===== config.mk =====
export PLATFORM = sky130hd
export DESIGN_NAME = spc_check_ctrl
export DESIGN_NICKNAME = d
export VERILOG_FILES = /design/src/hdl/spc_pkg.sv /design/src/hdl/spc_check_ctrl.sv
export SDC_FILE = /design/constraint.sdc
export NUM_CORES = 1
export LEC_CHECK = 0
export BUFFER_PORTS_ARGS = -buffer_cell sky130_fd_sc_hd__buf_2
export CORE_MARGIN = 8
export CORE_UTILIZATION = 48
export CTS_CLUSTER_DIAMETER = 100
export DETAILED_ROUTE_END_ITERATION = 12
export PLACE_DENSITY = 0.79
export SLEW_MARGIN = 10
export SYNTH_ARGS = -nofsm -noshare
export SYNTH_HDL_FRONTEND = slang
export SYNTH_SLANG_ARGS = --single-unit
export TNS_END_PERCENT = 5

===== constraint.sdc =====
create_clock -name clk -period 3 [get_ports clk]
set_input_delay 0.3 -clock clk [delete_from_list [all_inputs] [get_ports clk]]
set_output_delay 0.3 -clock clk [all_outputs]
set_load 0.03 [all_outputs]

===== src/hdl/spc_pkg.sv =====
package spc_pkg;

	localparam int DEPTH_DEFAULT = 256;
	localparam int VALUE_W = 32;

	typedef enum logic [1:0] {
		VERDICT_NOT_PERM = 2'd0,
		VERDICT_PERM     = 2'd1,
		VERDICT_OVERFLOW = 2'd2
	} verdict_t;

	typedef enum logic [1:0] {
		ST_LOAD,
		ST_READ,
		ST_EVAL,
		ST_EMIT
	} spc_state_t;

	// Finished verdict offered by the check controller to the result register.
	typedef struct packed {
		logic     valid;
		verdict_t verdict;
	} spc_verdict_msg_t;

endpackage


===== src/hdl/spc_check_ctrl.sv =====
module spc_check_ctrl
	import spc_pkg::*;
#(
	parameter int DEPTH = DEPTH_DEFAULT,
	parameter int AW = (DEPTH > 1) ? $clog2(DEPTH) : 1,
	parameter int CW = $clog2(DEPTH + 1)
) (
	input  logic               clk,
	input  logic               arst_n,
	// item side
	input  logic               in_valid,
	input  logic               in_last,
	output logic               in_ready,
	// result side
	input  logic               out_free,
	output spc_verdict_msg_t   msg,
	// pair store
	output logic               pair_we,
	output logic [AW-1:0]      pair_wr_addr,
	output logic               pair_re,
	output logic [AW-1:0]      pair_src_addr,
	output logic [AW-1:0]      pair_tgt_addr,
	input  logic [VALUE_W-1:0] src_rd,
	input  logic [VALUE_W-1:0] want_rd,
	// work stack
	output logic               stk_we,
	output logic [AW-1:0]      stk_wr_addr,
	output logic [VALUE_W-1:0] stk_wr_data,
	output logic               stk_re,
	output logic [AW-1:0]      stk_rd_addr,
	input  logic [VALUE_W-1:0] top_rd
);

	localparam logic [CW-1:0] FULL = CW'(DEPTH);
	localparam logic [CW-1:0] ONE  = CW'(1);

	spc_state_t    state_q, state_d;
	logic [CW-1:0] load_cnt_q;
	logic [CW-1:0] src_idx_q;
	logic [CW-1:0] tgt_idx_q;
	logic [CW-1:0] height_q;
	logic          ovf_q;
	verdict_t      verdict_q;

	logic          accept;
	logic          full;
	logic [CW-1:0] top_idx;
	logic src_left, tgt_left, have_top;
	logic match_src, match_top;
	logic adv_src, adv_tgt, push, pop;
	logic step_done, step_pass;

	assign accept  = in_valid && in_ready;
	assign full    = (load_cnt_q == FULL);
	assign top_idx = height_q - ONE;

	// One step of the greedy walk, decided on the data read in the previous cycle.
	always_comb begin
		src_left  = (src_idx_q < load_cnt_q);
		tgt_left  = (tgt_idx_q < load_cnt_q);
		have_top  = (height_q != '0);
		match_src = (src_rd == want_rd);
		match_top = have_top && (top_rd == want_rd);
		adv_src   = 1'b0;
		adv_tgt   = 1'b0;
		push      = 1'b0;
		pop       = 1'b0;
		step_done = 1'b0;
		step_pass = 1'b0;
		if (src_left) begin
			if (!tgt_left) begin
				step_done = 1'b1;
			end else if (match_src) begin
				adv_src = 1'b1;
				adv_tgt = 1'b1;
			end else if (match_top) begin
				pop     = 1'b1;
				adv_tgt = 1'b1;
			end else begin
				push    = 1'b1;
				adv_src = 1'b1;
			end
		end else if (have_top) begin
			if (!tgt_left || !match_top) begin
				step_done = 1'b1;
			end else begin
				pop     = 1'b1;
				adv_tgt = 1'b1;
			end
		end else begin
			step_done = 1'b1;
			step_pass = 1'b1;
		end
	end

	// Next state.
	always_comb begin
		state_d = state_q;
		unique case (state_q)
			ST_LOAD: begin
				if (accept && in_last) begin
					state_d = (ovf_q || full) ? ST_EMIT : ST_READ;
				end
			end
			ST_READ: state_d = ST_EVAL;
			ST_EVAL: state_d = step_done ? ST_EMIT : ST_READ;
			ST_EMIT: begin
				if (out_free) begin
					state_d = ST_LOAD;
				end
			end
			default: state_d = ST_LOAD;
		endcase
	end

	// Outputs.
	always_comb begin
		in_ready      = (state_q == ST_LOAD);
		pair_we       = accept && !full;
		pair_wr_addr  = load_cnt_q[AW-1:0];
		pair_re       = (state_q == ST_READ);
		pair_src_addr = src_idx_q[AW-1:0];
		pair_tgt_addr = tgt_idx_q[AW-1:0];
		stk_we        = (state_q == ST_EVAL) && push;
		stk_wr_addr   = height_q[AW-1:0];
		stk_wr_data   = src_rd;
		stk_re        = (state_q == ST_READ);
		stk_rd_addr   = top_idx[AW-1:0];
		msg.valid     = (state_q == ST_EMIT);
		msg.verdict   = verdict_q;
	end

	always_ff @(posedge clk or negedge arst_n) begin
		if (!arst_n) begin
			state_q    <= ST_LOAD;
			load_cnt_q <= '0;
			src_idx_q  <= '0;
			tgt_idx_q  <= '0;
			height_q   <= '0;
			ovf_q      <= 1'b0;
			verdict_q  <= VERDICT_NOT_PERM;
		end else begin
			state_q <= state_d;
			unique case (state_q)
				ST_LOAD: begin
					if (accept) begin
						if (full) begin
							ovf_q <= 1'b1;
						end else begin
							load_cnt_q <= load_cnt_q + ONE;
						end
						if (in_last && (ovf_q || full)) begin
							verdict_q <= VERDICT_OVERFLOW;
						end
					end
				end
				ST_EVAL: begin
					if (adv_src) begin
						src_idx_q <= src_idx_q + ONE;
					end
					if (adv_tgt) begin
						tgt_idx_q <= tgt_idx_q + ONE;
					end
					if (push) begin
						height_q <= height_q + ONE;
					end else if (pop) begin
						height_q <= height_q - ONE;
					end
					if (step_done) begin
						verdict_q <= step_pass ? VERDICT_PERM : VERDICT_NOT_PERM;
					end
				end
				ST_EMIT: begin
					if (out_free) begin
						load_cnt_q <= '0;
						src_idx_q  <= '0;
						tgt_idx_q  <= '0;
						height_q   <= '0;
						ovf_q      <= 1'b0;
					end
				end
				default: ;
			endcase
		end
	end

	// Every element consumed from the source is either on the stack or matched a target.
	a_balance: assert property (@(posedge clk) disable iff (!arst_n)
		({1'b0, tgt_idx_q} + {1'b0, height_q}) == {1'b0, src_idx_q})
		else $error("stack height and indices out of balance");

	a_no_push_full: assert property (@(posedge clk) disable iff (!arst_n)
		stk_we |-> (height_q < FULL))
		else $error("push onto a full work stack");

	a_idle_clear: assert property (@(posedge clk) disable iff (!arst_n)
		(state_q == ST_LOAD) |-> (src_idx_q == '0 && tgt_idx_q == '0 && height_q == '0))
		else $error("walk indices not cleared while loading");

	a_cnt_bound: assert property (@(posedge clk) disable iff (!arst_n)
		(load_cnt_q <= FULL) && (src_idx_q <= load_cnt_q))
		else $error("count beyond store depth");

endmodule


==> out/results.tsv, run 1 <==
stage	metric	value	unit
status	outcome	finished, final reports clean	
clock_network	cts.sinks	41	
sta	tightestPinTransition	0.918	ns
global_routing	grt_overflow	0	
placed_design	port_buffers	180	
drt	ant_nets	0	
power	peakVddDrop	0.291	mV
synth	synthArstFlopShare	100	%
drt	first_iter_violations	154	
synth	seq_area_frac_synth	25.9	%
placed_design	gp_congestion	0.876	
global_routing	grt_pass1_vias	4019	
drt	wl_per_cell	17.6	µm
synth	ys_ff_latch	41	
drt	wirelength	12.3	mm
synth	ys_warn_count	0	
drt	dr.pass1.iters	5	
critical_path	crit_chain	inv_1 > buf_4 > ha_1 > and4_1 > o211ai_1 > o211ai_2 > or2_4 > or3b_4 > nor2_4 > buf_6	
cells_and_area	n_antenna_cell	0	
placed_design	postPlaceCellArea	0.00466	mm²
critical_path	max_stage_delay	0.41	ns
sta	fmax	0.341	GHz
sta	period_share	97.9	%
global_routing	grt_first_pass_wirelength	19.3	mm
critical_path	slowest_stage	or3b_4	
sta	hold_viol	0	
global_routing	antenna_found_initial	0	
clock_network	cts_tree	yes	
flow_run	maxCapViolations	0	
clock_network	root_buffer	clkbuf_8	
drt	num_vias	3799	
sta	max_slew_margin	38.8	%
power	cellPowerDensity	711	mW/mm²
floorplanning	ioPinCount	181	
drt	post-route-drc-count	0	
floorplanning	fp.dieW	107	µm
floorplanning	initial_utilization	49.0	%
sta	setup_viol	0	
critical_path	critPathLaunchType	flip-flop	
placed_design	dp_hpwl	10.4	mm
critical_path	end_kind	output pin	
drt	vias_per_cell	5.42	
sta	clock_skew	0.00551	ns
synth	synth_area	0.00396	mm²
clock_network	cts_buffers	5	
sta	rsz0062_at_grt	yes	
cells_and_area	fin_area	0.00485	mm²
synth	avgSynthCellArea	8.79	µm²
placed_design	dpl_worst_slack	0.0128	ns
floorplanning	coreArea	0.00809	mm²
sta	fin_ws	0.0632	ns
global_routing	grt_usage	20.8	%
global_routing	grt_max_degree	42	
sta	period_needed	2.94	ns
critical_path	worst-endpoint-required	2.70	ns
critical_path	crit_buf_inv	3	
worst_hold_path	hold_class	in -> async	
clock_network	path_clk_slew	0.08	ns
floorplanning	die-area	0.0114	mm²
critical_path	cp_top_family	simple AND/OR/NAND/NOR gates	
cells_and_area	drive_gt1_share	40.3	%
synth	synth_enable_flop_cells	0	
power	p_leak	0.00248	µW
floorplanning	die_h	107	µm
cells_and_area	fin_nets	719	
synth	syn_nets	575	
critical_path	cp_max_fo	4	
synth	synth_cells	451	
synth	synth_cell_types	56	
critical_path	crit_type	reg -> out	
cells_and_area	finish.utilization	59.9	%
critical_path	arrival	2.64	ns
synth	synth_flop_cell	dfrtp_1	
clock_network	clockBufferDepth	2	
floorplanning	rows	33	
cells_and_area	syn_to_final_growth	22.3	%
clock_network	h-tree-depth	2	
clock_network	clk_latency	0.30	ns
sta	slew_violations	0	
[metrics by stage]
step	total power (µW)	TNS (ns)	hold slack (ns)	instances
after floorplan	2350	0	0.00441	451
after global placement	2870	0	0.492	690
after detailed placement	2920	0	0.493	690
after CTS	3440	0	0.169	699
after global routing	3660	-0.0174	0.213	701
final	3450	0	0.126	701
[report_power, final]
part	switching, µW	internal (µW)	total [µW]
clock network	198	271	469
registers	122	638	760
logic	1370	847	2220
total	1690	1760	3450
[registers in the layout, indices dropped and copies added, names as in the netlist]
name and count:
state_q 2, ovf_q 1, verdict_q 2, load_cnt_q 9
height_q 9, src_idx_q 9, tgt_idx_q 9
[worst register-to-register path, cell delays in order (launching register included)]
cell       delay (ns)
dfrtp_1          0.38
inv_1            0.08
buf_4            0.15
ha_1             0.29
and4_1           0.21
o211ai_1         0.12
o211ai_2         0.12
or2_4            0.29
or3b_4           0.41
buf_4            0.19
buf_4            0.16
o31ai_1          0.25
o2bb2ai_1        0.14
[area by class of cell]
class / count / area (µm²)
clock buffers: 7 / 86.3
multi-input cells: 317 / 2360
repair buffers: 211 / 1140
fillers: 748 / 3250
clock inverters: 1 / 30.0
well taps: 105 / 131
inverters: 19 / 71.3
flip-flops and latches: 41 / 1030
[logic make-up (layout without fill, tap and decap cells)]
group / Yosys count / after routing / synth area share [%]
xor gates and xnor gates: 84 / 84 / 18.6
muxes: 5 / 5 / 1.26
and+or+nand+nor: 136 / 136 / 18.3
AOI/OAI and AO/OA: 69 / 69 / 13.2
buffers and inverters: 93 / 238 / 15.4
DFF: 41 / 41 / 25.9
adders and majority gates: 23 / 23 / 7.26
[placed cells by master (no fill, tap or decap), drive strengths merged, types with 2 or more instances in the layout]
cell,netlist,layout
o21ai,9,9
nor3,6,6
dfrtp,41,41
buf,67,211
a2111oi,3,3
o22ai,3,3
a31oi,3,3
mux2i,5,5
or3,5,5
nand3,14,14
nor2b,2,2
clkbuf,7,7
inv,19,19
and3,9,9
and4,3,3
ha,23,23
o2111ai,2,2
nand2b,3,3
or2,2,2
nor4,14,14
xnor2,43,43
a21oi,14,14
a21o,2,2
o211ai,5,5
o31ai,6,6
o21a,4,4
nand2,25,25
a31o,2,2
nor2,29,29
xor2,41,41
o2bb2ai,4,4
nor3b,2,2
o41ai,2,2
nand4,19,19
[path summary, 6_finish.rpt]
path                                 endpoint          start  cells past startpoint  slack [ns]
max in group asynchronous          state_q[0]         arst_n                      1        2.29
worst min-delay path            load_cnt_q[2]         arst_n                      1        0.13
worst max-delay path                   stk_we  load_cnt_q[5]                     10        0.06
min in group clk                   state_q[0]       out_free                      2        0.24
worst max register to register    height_q[6]  load_cnt_q[5]                     12        0.12
worst min register to register          ovf_q          ovf_q                      2        0.52
[layer usage]
metal / routed length (µm) / vias to the layer above / global-route usage, %
li1: - / 1815 / -
met1: 4580 / 1789 / 21.8
met2: 6630 / 176 / 39.4
met3: 851 / 19 / 4.68
met4: 260 / 0 / 7.54
met5: 0 / - / 0
[what timing repair did]
action,in CTS,in global routing
buffers inserted,1,2
endpoints found under the setup margin,1,6
pin swaps,2,1
hold buffers,0,0
gates resized for setup,6,7
endpoints found under the hold margin,0,0
[synthesized netlist by cell type, types with 3 or more instances]
master	number	area share, %
or3_1	5	0.79
buf_4	65	12
o21a_1	4	0.76
ha_1	23	7.3
a31oi_1	3	0.47
nand3_1	14	1.8
a21oi_1	14	1.8
inv_1	19	1.8
o2bb2ai_1	4	0.88
nand4_1	18	2.8
and4_1	3	0.66
o21ai_0	8	1.0
xnor2_1	43	9.5
nor4_1	14	2.2
o31ai_1	6	1.1
dfrtp_1	41	26
o211ai_1	4	0.76
o22ai_1	3	0.47
nor2_1	29	2.7
clkbuf_1	7	0.66
nand2_1	25	2.4
nand2b_1	3	0.47
mux2i_1	5	1.3
xor2_1	41	9.1
and3_1	9	1.4
nor3_1	4	0.51
(Power assumes the default switching activity.)
==> inputs of run 2 (changes only) <==
- CORE_UTILIZATION: 48 -> 49
- CTS_BUF_LIST: not set -> sky130_fd_sc_hd__clkbuf_8
- PLACE_DENSITY: 0.79 -> 0.8
==> run 2 against run 1 <==
  * Cell count rose by 1.6%
  * Die area fell by 1.7%
  * Sequential share of layout area fell by 0.76 points
  * Critical path depth fell by 1
  * Critical endpoint unchanged
  * Largest power group unchanged
==> out/results.tsv, run 2 (synthesized netlist as in run 1, its figures left out) <==
stage	metric	value	unit	change
status	outcome	finished, final reports clean		unchanged
global_routing	grt_first_pass_wirelength	20.9	mm	was 19.3 mm
critical_path	slowest_stage	or3b_4		unchanged
drt	vias_per_cell	5.50		was 5.42
critical_path	worst-endpoint-required	2.70	ns	about the same
power	cellPowerDensity	738	mW/mm²	was 711 mW/mm²
cells_and_area	syn_to_final_growth	26.9	%	was 22.3%
cells_and_area	most-common-layout-cells	179 x buf_2, 43 x xnor2_1, 41 x xor2_1, 41 x dfrtp_1, 41 x buf_4		was 179 x buf_2, 43 x xnor2_1, 41 x xor2_1, 41 x dfrtp_1, 31 x buf_4
placed_design	dp_cells	686		was 690
cells_and_area	fin_nets	730		was 719
sta	hold_viol	0		unchanged
sta	tightestPinTransition	0.955	ns	was 0.918 ns
cells_and_area	n_antenna_cell	0		unchanged
critical_path	max_stage_delay	0.43	ns	was 0.41 ns
global_routing	grt_max_degree	42		unchanged
drt	dr.pass1.iters	4		was 5
drt	ant_nets	0		unchanged
clock_network	cts.sinks	41		unchanged
sta	setup_viol	0		unchanged
placed_design	gp_congestion	0.900		was 0.876
cells_and_area	layout.area.seq	0.00103	mm²	unchanged
clock_network	h-tree-depth	2		unchanged
power	peakVddDrop	0.263	mV	was 0.291 mV
sta	period_share	99.6	%	was 97.9%
floorplanning	initial_utilization	49.5	%	was 49.0%
clock_network	path_clk_slew	0.09	ns	was 0.08 ns
drt	wl_per_cell	19.0	µm	was 17.6 µm
sta	slew_violations	0		unchanged
critical_path	crit_type	reg -> out		unchanged
cells_and_area	fill_cells	676		was 748
clock_network	ctsHoldBuffers	0		unchanged
placed_design	port_buffers	180		unchanged
critical_path	r2r_cells	11		was 12
placed_design	dp_hpwl	10.3	mm	was 10.4 mm
clock_network	cts_tree	yes		unchanged
flow_run	maxCapViolations	0		unchanged
cells_and_area	final_common_cell	buf_2		unchanged
sta	max_slew_margin	36.4	%	was 38.8%
critical_path	arrival	2.69	ns	was 2.64 ns
clock_network	clk_latency	0.30	ns	about the same
critical_path	r2r_slack	0.07	ns	was 0.12 ns
sta	fmax	0.335	GHz	was 0.341 GHz
critical_path	crit_chain	inv_2 > ha_4 > o21a_1 > o211ai_1 > o211ai_2 > or2_4 > or3b_4 > nor2_4 > buf_6		was inv_1 > buf_4 > ha_1 > and4_1 > o211ai_1 > o211ai_2 > or2_4 > or3b_4 > nor2_4 > buf_6
sta	period_needed	2.99	ns	was 2.94 ns
floorplanning	coreArea	0.00801	mm²	was 0.00809 mm²
global_routing	grt_usage	23.0	%	was 20.8%
power	p_leak	0.00255	µW	was 0.00248 µW
clock_network	root_buffer	clkbuf_8		unchanged
critical_path	cp_max_fo	4		unchanged
sta	rsz0062_at_grt	yes		unchanged
cells_and_area	drive_gt1_share	42.8	%	was 40.3%
global_routing	grt_overflow	0		unchanged
cells_and_area	fin_cells	712		was 701
critical_path	critPathLaunchType	flip-flop		unchanged
floorplanning	die-area	0.0112	mm²	was 0.0114 mm²
floorplanning	fp.dieW	106	µm	was 107 µm
clock_network	cts_buffers	5		unchanged
critical_path	end_kind	output pin		unchanged
clock_network	clockBufferDepth	2		unchanged
drt	wirelength	13.5	mm	was 12.3 mm
floorplanning	rows	33		unchanged
floorplanning	die_h	106	µm	was 107 µm
sta	holdWs	0.126	ns	about the same
cells_and_area	multi_input_area	0.00244	mm²	was 0.00236 mm²
worst_hold_path	hold_class	in -> async		unchanged
drt	post-route-drc-count	0		unchanged
global_routing	grt_pass1_vias	4205		was 4019
global_routing	antenna_found_initial	0		unchanged
critical_path	timing.rr.start	load_cnt_q[2]		was load_cnt_q[5]
drt	first_iter_violations	161		was 154
drt	num_vias	3919		was 3799
floorplanning	ioPinCount	181		unchanged
critical_path	r2r_end	height_q[3]		was height_q[6]
sta	final.setup.tns	0	ns	unchanged
sta	clock_skew	0.0105	ns	was 0.00551 ns
==> run 2: worst max path at each step <==
stage,slack [ns],depth (start not counted),endpoint,start
final,0.01,9,stk_we,load_cnt_q[2]
after global routing,-0.08,12,stk_we,load_cnt_q[2]
after CTS,0.007,9,stk_we,tgt_idx_q[6]
after detailed placement,0.03,10,stk_we,load_cnt_q[1]
after global placement,0.15,10,stk_we,load_cnt_q[8]
after floorplan,0.04,11,height_q[7],load_cnt_q[5]
==> run 2: area by class of cell <==
type,count,area share [%]
Clock buffer,5,1.37
Clock inverter,3,1.29
Timing Repair Buffer,222,24.4
Sequential cell,41,20.4
Multi-Input combinational cell,317,48.5
Tap cell,105,2.61
Inverter,19,1.42
==> run 2: timing repair <==
action / 4_1_cts / 5_1_grt
buffers inserted: 13 / 8
pin swaps: 10 / 17
endpoints found under the setup margin: 1 / 13
gates resized for setup: 12 / 12
==> run 2: per-stage QoR <==
| stage | total power, µW | instance area, µm² | setup slack [ns] | util, % |
|---|---|---|---|---|
| after floorplan | 2350 | 3960 | 0.0397 | - |
| after global placement | 2890 | 4650 | 0.150 | 58.0 |
| after detailed placement | 2940 | 4650 | 0.0251 | 58.0 |
| after CTS | 3650 | 4920 | 0.00742 | 61.4 |
| after global routing | 3940 | 5030 | -0.0777 | 62.8 |
| final | 3710 | 5030 | 0.0107 | 62.8 |
==> run 2: worst max-delay path: cells and delay by family (launching register included) <==
kind / cells / cell delay (ns)
simple gates: 3 / 0.84
compound gates: 3 / 0.62
flops: 1 / 0.42
buf+inv: 2 / 0.28
fa+ha+maj: 1 / 0.22
==> run 2: metal layers <==
metal	global-route usage (%)	share of wire [%]
met1	24.0	35
met2	43.2	55
met3	5.08	6.5
met4	9.75	3.7
met5	0	0
==> run 2: power breakdown <==
part	switching [µW]	total [µW]	internal (µW)
sequential	142	779	637
combinational	1430	2390	957
clock	214	545	331
==> inputs of run 3 (changes only) <==
- CORE_ASPECT_RATIO: not set -> 1.4
- CORE_UTILIZATION: 49 -> 38
- PLACE_DENSITY: 0.8 -> 0.64
- SLEW_MARGIN: 10 -> 30
==> run 3 against run 2 <==
  * Fmax increased by 3.0%
  * Clock skew decreased by 0.00089 ns
  * Sequential share of layout area increased by 0.38 points
  * Worst setup slack improved by 0.088 ns
  * Clock power decreased by 13%
  * Die area increased by 25%
  * Global-route usage decreased by 4.5 points
  * Critical path type unchanged
  * Critical endpoint unchanged
==> out/results.tsv, run 3 (synthesized netlist as in run 1, its figures left out) <==
stage	metric	value	unit	change
status	outcome	finished, final reports clean		unchanged
clock_network	path_clk_slew	0.09	ns	about the same
cells_and_area	drive_gt1_share	40.3	%	was 42.8%
critical_path	timing.rr.start	load_cnt_q[5]		was load_cnt_q[2]
worst_hold_path	hold_class	in -> reg		was in -> async
critical_path	slowest_stage	or3b_4		unchanged
floorplanning	rows	44		was 33
global_routing	antenna_found_initial	0		unchanged
critical_path	cp.depth	10		was 9
sta	fmax	0.345	GHz	was 0.335 GHz
worst_hold_path	hp-start	out_free		
clock_network	cts.sinks	41		unchanged
sta	tightestPinTransition	0.848	ns	was 0.955 ns
sta	max_slew_margin	43.5	%	was 36.4%
critical_path	r2r_slack	0.19	ns	was 0.07 ns
drt	vias_per_cell	5.13		was 5.50
placed_design	port_buffers	180		unchanged
critical_path	cp_max_fo	4		unchanged
drt	num_vias	3794		was 3919
placed_design	dp_cells	724		was 686
sta	hold_viol	0		unchanged
global_routing	grt_overflow	0		unchanged
clock_network	h-tree-depth	2		unchanged
sta	holdWs	0.260	ns	was 0.126 ns
global_routing	grt_first_pass_wirelength	20.0	mm	was 20.9 mm
sta	period_needed	2.90	ns	was 2.99 ns
sta	setup_viol	0		unchanged
critical_path	r2r_cells	12		was 11
floorplanning	coreArea	0.0103	mm²	was 0.00801 mm²
critical_path	crit_chain	inv_1 > buf_4 > ha_1 > and4_1 > o211ai_1 > o211ai_2 > or2_4 > or3b_4 > nor2_4 > buf_6		was inv_2 > ha_4 > o21a_1 > o211ai_1 > o211ai_2 > or2_4 > or3b_4 > nor2_4 > buf_6
critical_path	arrival	2.60	ns	was 2.69 ns
drt	post-route-drc-count	0		unchanged
critical_path	critPathLaunchType	flip-flop		unchanged
global_routing	grt_pass1_vias	4046		was 4205
placed_design	gp_congestion	0.876		was 0.900
placed_design	dp_hpwl	11.2	mm	was 10.3 mm
drt	wl_per_cell	17.9	µm	was 19.0 µm
cells_and_area	fin_nets	721		was 730
cells_and_area	fin_cells	740		was 712
critical_path	crit_type	reg -> out		unchanged
clock_network	cts_tree	yes		unchanged
floorplanning	die-area	0.0140	mm²	was 0.0112 mm²
clock_network	cts_buffers	5		unchanged
global_routing	grt_usage	18.5	%	was 23.0%
cells_and_area	finish.utilization	47.9	%	was 62.8%
clock_network	clockBufferDepth	2		unchanged
floorplanning	fp.dieW	102	µm	was 106 µm
global_routing	grt_max_degree	42		unchanged
floorplanning	die_h	137	µm	was 106 µm
floorplanning	initial_utilization	38.5	%	was 49.5%
power	p_leak	0.00249	µW	was 0.00255 µW
sta	final.setup.tns	0	ns	unchanged
clock_network	root_buffer	clkbuf_8		unchanged
power	peakVddDrop	0.304	mV	was 0.263 mV
power	cellPowerDensity	703	mW/mm²	was 738 mW/mm²
flow_run	maxCapViolations	0		unchanged
drt	ant_nets	0		unchanged
critical_path	max_stage_delay	0.41	ns	was 0.43 ns
drt	first_iter_violations	181		was 161
placed_design	dpl_worst_slack	0.0136	ns	was 0.0251 ns
floorplanning	ioPinCount	181		unchanged
cells_and_area	syn_to_final_growth	24.5	%	was 26.9%
cells_and_area	final_common_cell	buf_2		unchanged
sta	period_share	96.7	%	was 99.6%
sta	clock_skew	0.00963	ns	was 0.0105 ns
critical_path	crit_buf_inv	3		was 2
sta	fin_ws	0.0986	ns	was 0.0107 ns
sta	slew_violations	0		unchanged
clock_network	clk_latency	0.30	ns	about the same
worst_hold_path	min_to	state_q[0]		
drt	wirelength	13.2	mm	was 13.5 mm
critical_path	r2r_end	src_idx_q[7]		was height_q[3]
critical_path	end_kind	output pin		unchanged
sta	rsz0062_at_grt	no		was yes
drt	dr.pass1.iters	4		unchanged
worst_hold_path	hold_depth	2		
cells_and_area	most-common-layout-cells	178 x buf_2, 43 x xnor2_1, 41 x xor2_1, 41 x dfrtp_1, 33 x buf_4		was 179 x buf_2, 43 x xnor2_1, 41 x xor2_1, 41 x dfrtp_1, 41 x buf_4
critical_path	cp_top_family	simple AND/OR/NAND/NOR gates		unchanged
critical_path	worst-endpoint-required	2.70	ns	about the same
==> run 3: cell count changes in the layout (fill, tap and decap cells not counted), sizes merged <==
cell / change
buf: -10
inv: +1
bufinv: -1
clkbuf: +1
clkinv: -1
dlygate4sd3: +1
diode: +4
==> run 3: cell type report <==
type                            instances  area (µm²)
Inverter                               19        71.3
Multi-Input combinational cell        317        2380
Timing Repair Buffer                  213        1160
Fill cell                            1015        5360
Antenna cell                            4        10.0
Tap cell                              138         173
Sequential cell                        41        1030
Clock inverter                          2        33.8
Clock buffer                            6        82.6
==> run 3: layer usage <==
| layer | global-route usage [%] | routed length, µm | up-vias |
|---|---|---|---|
| met1 | 21.0 | 5490 | 1778 |
| met5 | 0 | 0 | - |
| met2 | 32.5 | 6580 | 175 |
| met4 | 7.04 | 267 | 0 |
| li1 | - | - | 1827 |
| met3 | 4.12 | 889 | 14 |
==> run 3: how the worst max path moves through the flow <==
stage / startpoint / end
floorplan: load_cnt_q[5] / height_q[7]
global placement: load_cnt_q[8] / height_q[8]
global route: load_cnt_q[6] / stk_we
finish: load_cnt_q[5] / stk_we
CTS: load_cnt_q[8] / stk_we
detailed placement: load_cnt_q[8] / height_q[8]
==> run 3: worst register-to-register path, stage by stage, from the launching register on <==
cell and delay, ns:
dfrtp_1 0.38, inv_1 0.07, buf_4 0.15, ha_1 0.28, and4_1 0.22, o211ai_1 0.11, o211ai_2 0.16, or2_4 0.27
buf_4 0.14, a211oi_4 0.28, nand4_2 0.19, or3_1 0.34, a21oi_1 0.14
==> run 3: per-stage QoR <==
stage | power [µW] | cell area, µm²
global placement | 2870 | 4710
global route | 3680 | 4920
finish | 3470 | 4930
detailed placement | 2910 | 4710
CTS | 3460 | 4860
floorplan | 2350 | 3960
==> run 3: what timing repair did <==
action / 4_1_cts / 5_1_grt
resized for setup: 5 / 8
setup endpoints to repair: 2 / 1
buffers inserted: 2 / 1
hold buffers: 0 / 1
endpoints found under the hold margin: 0 / 1
pin swaps: 2 / 6
==> run 3: where the power goes <==
group | internal (µW) | leakage, µW | switching, µW
sequential | 638 | 0.000556 | 131
combinational | 848 | 0.00187 | 1380
clock | 268 | 0.0000626 | 204
total | 1750 | 0.00249 | 1710
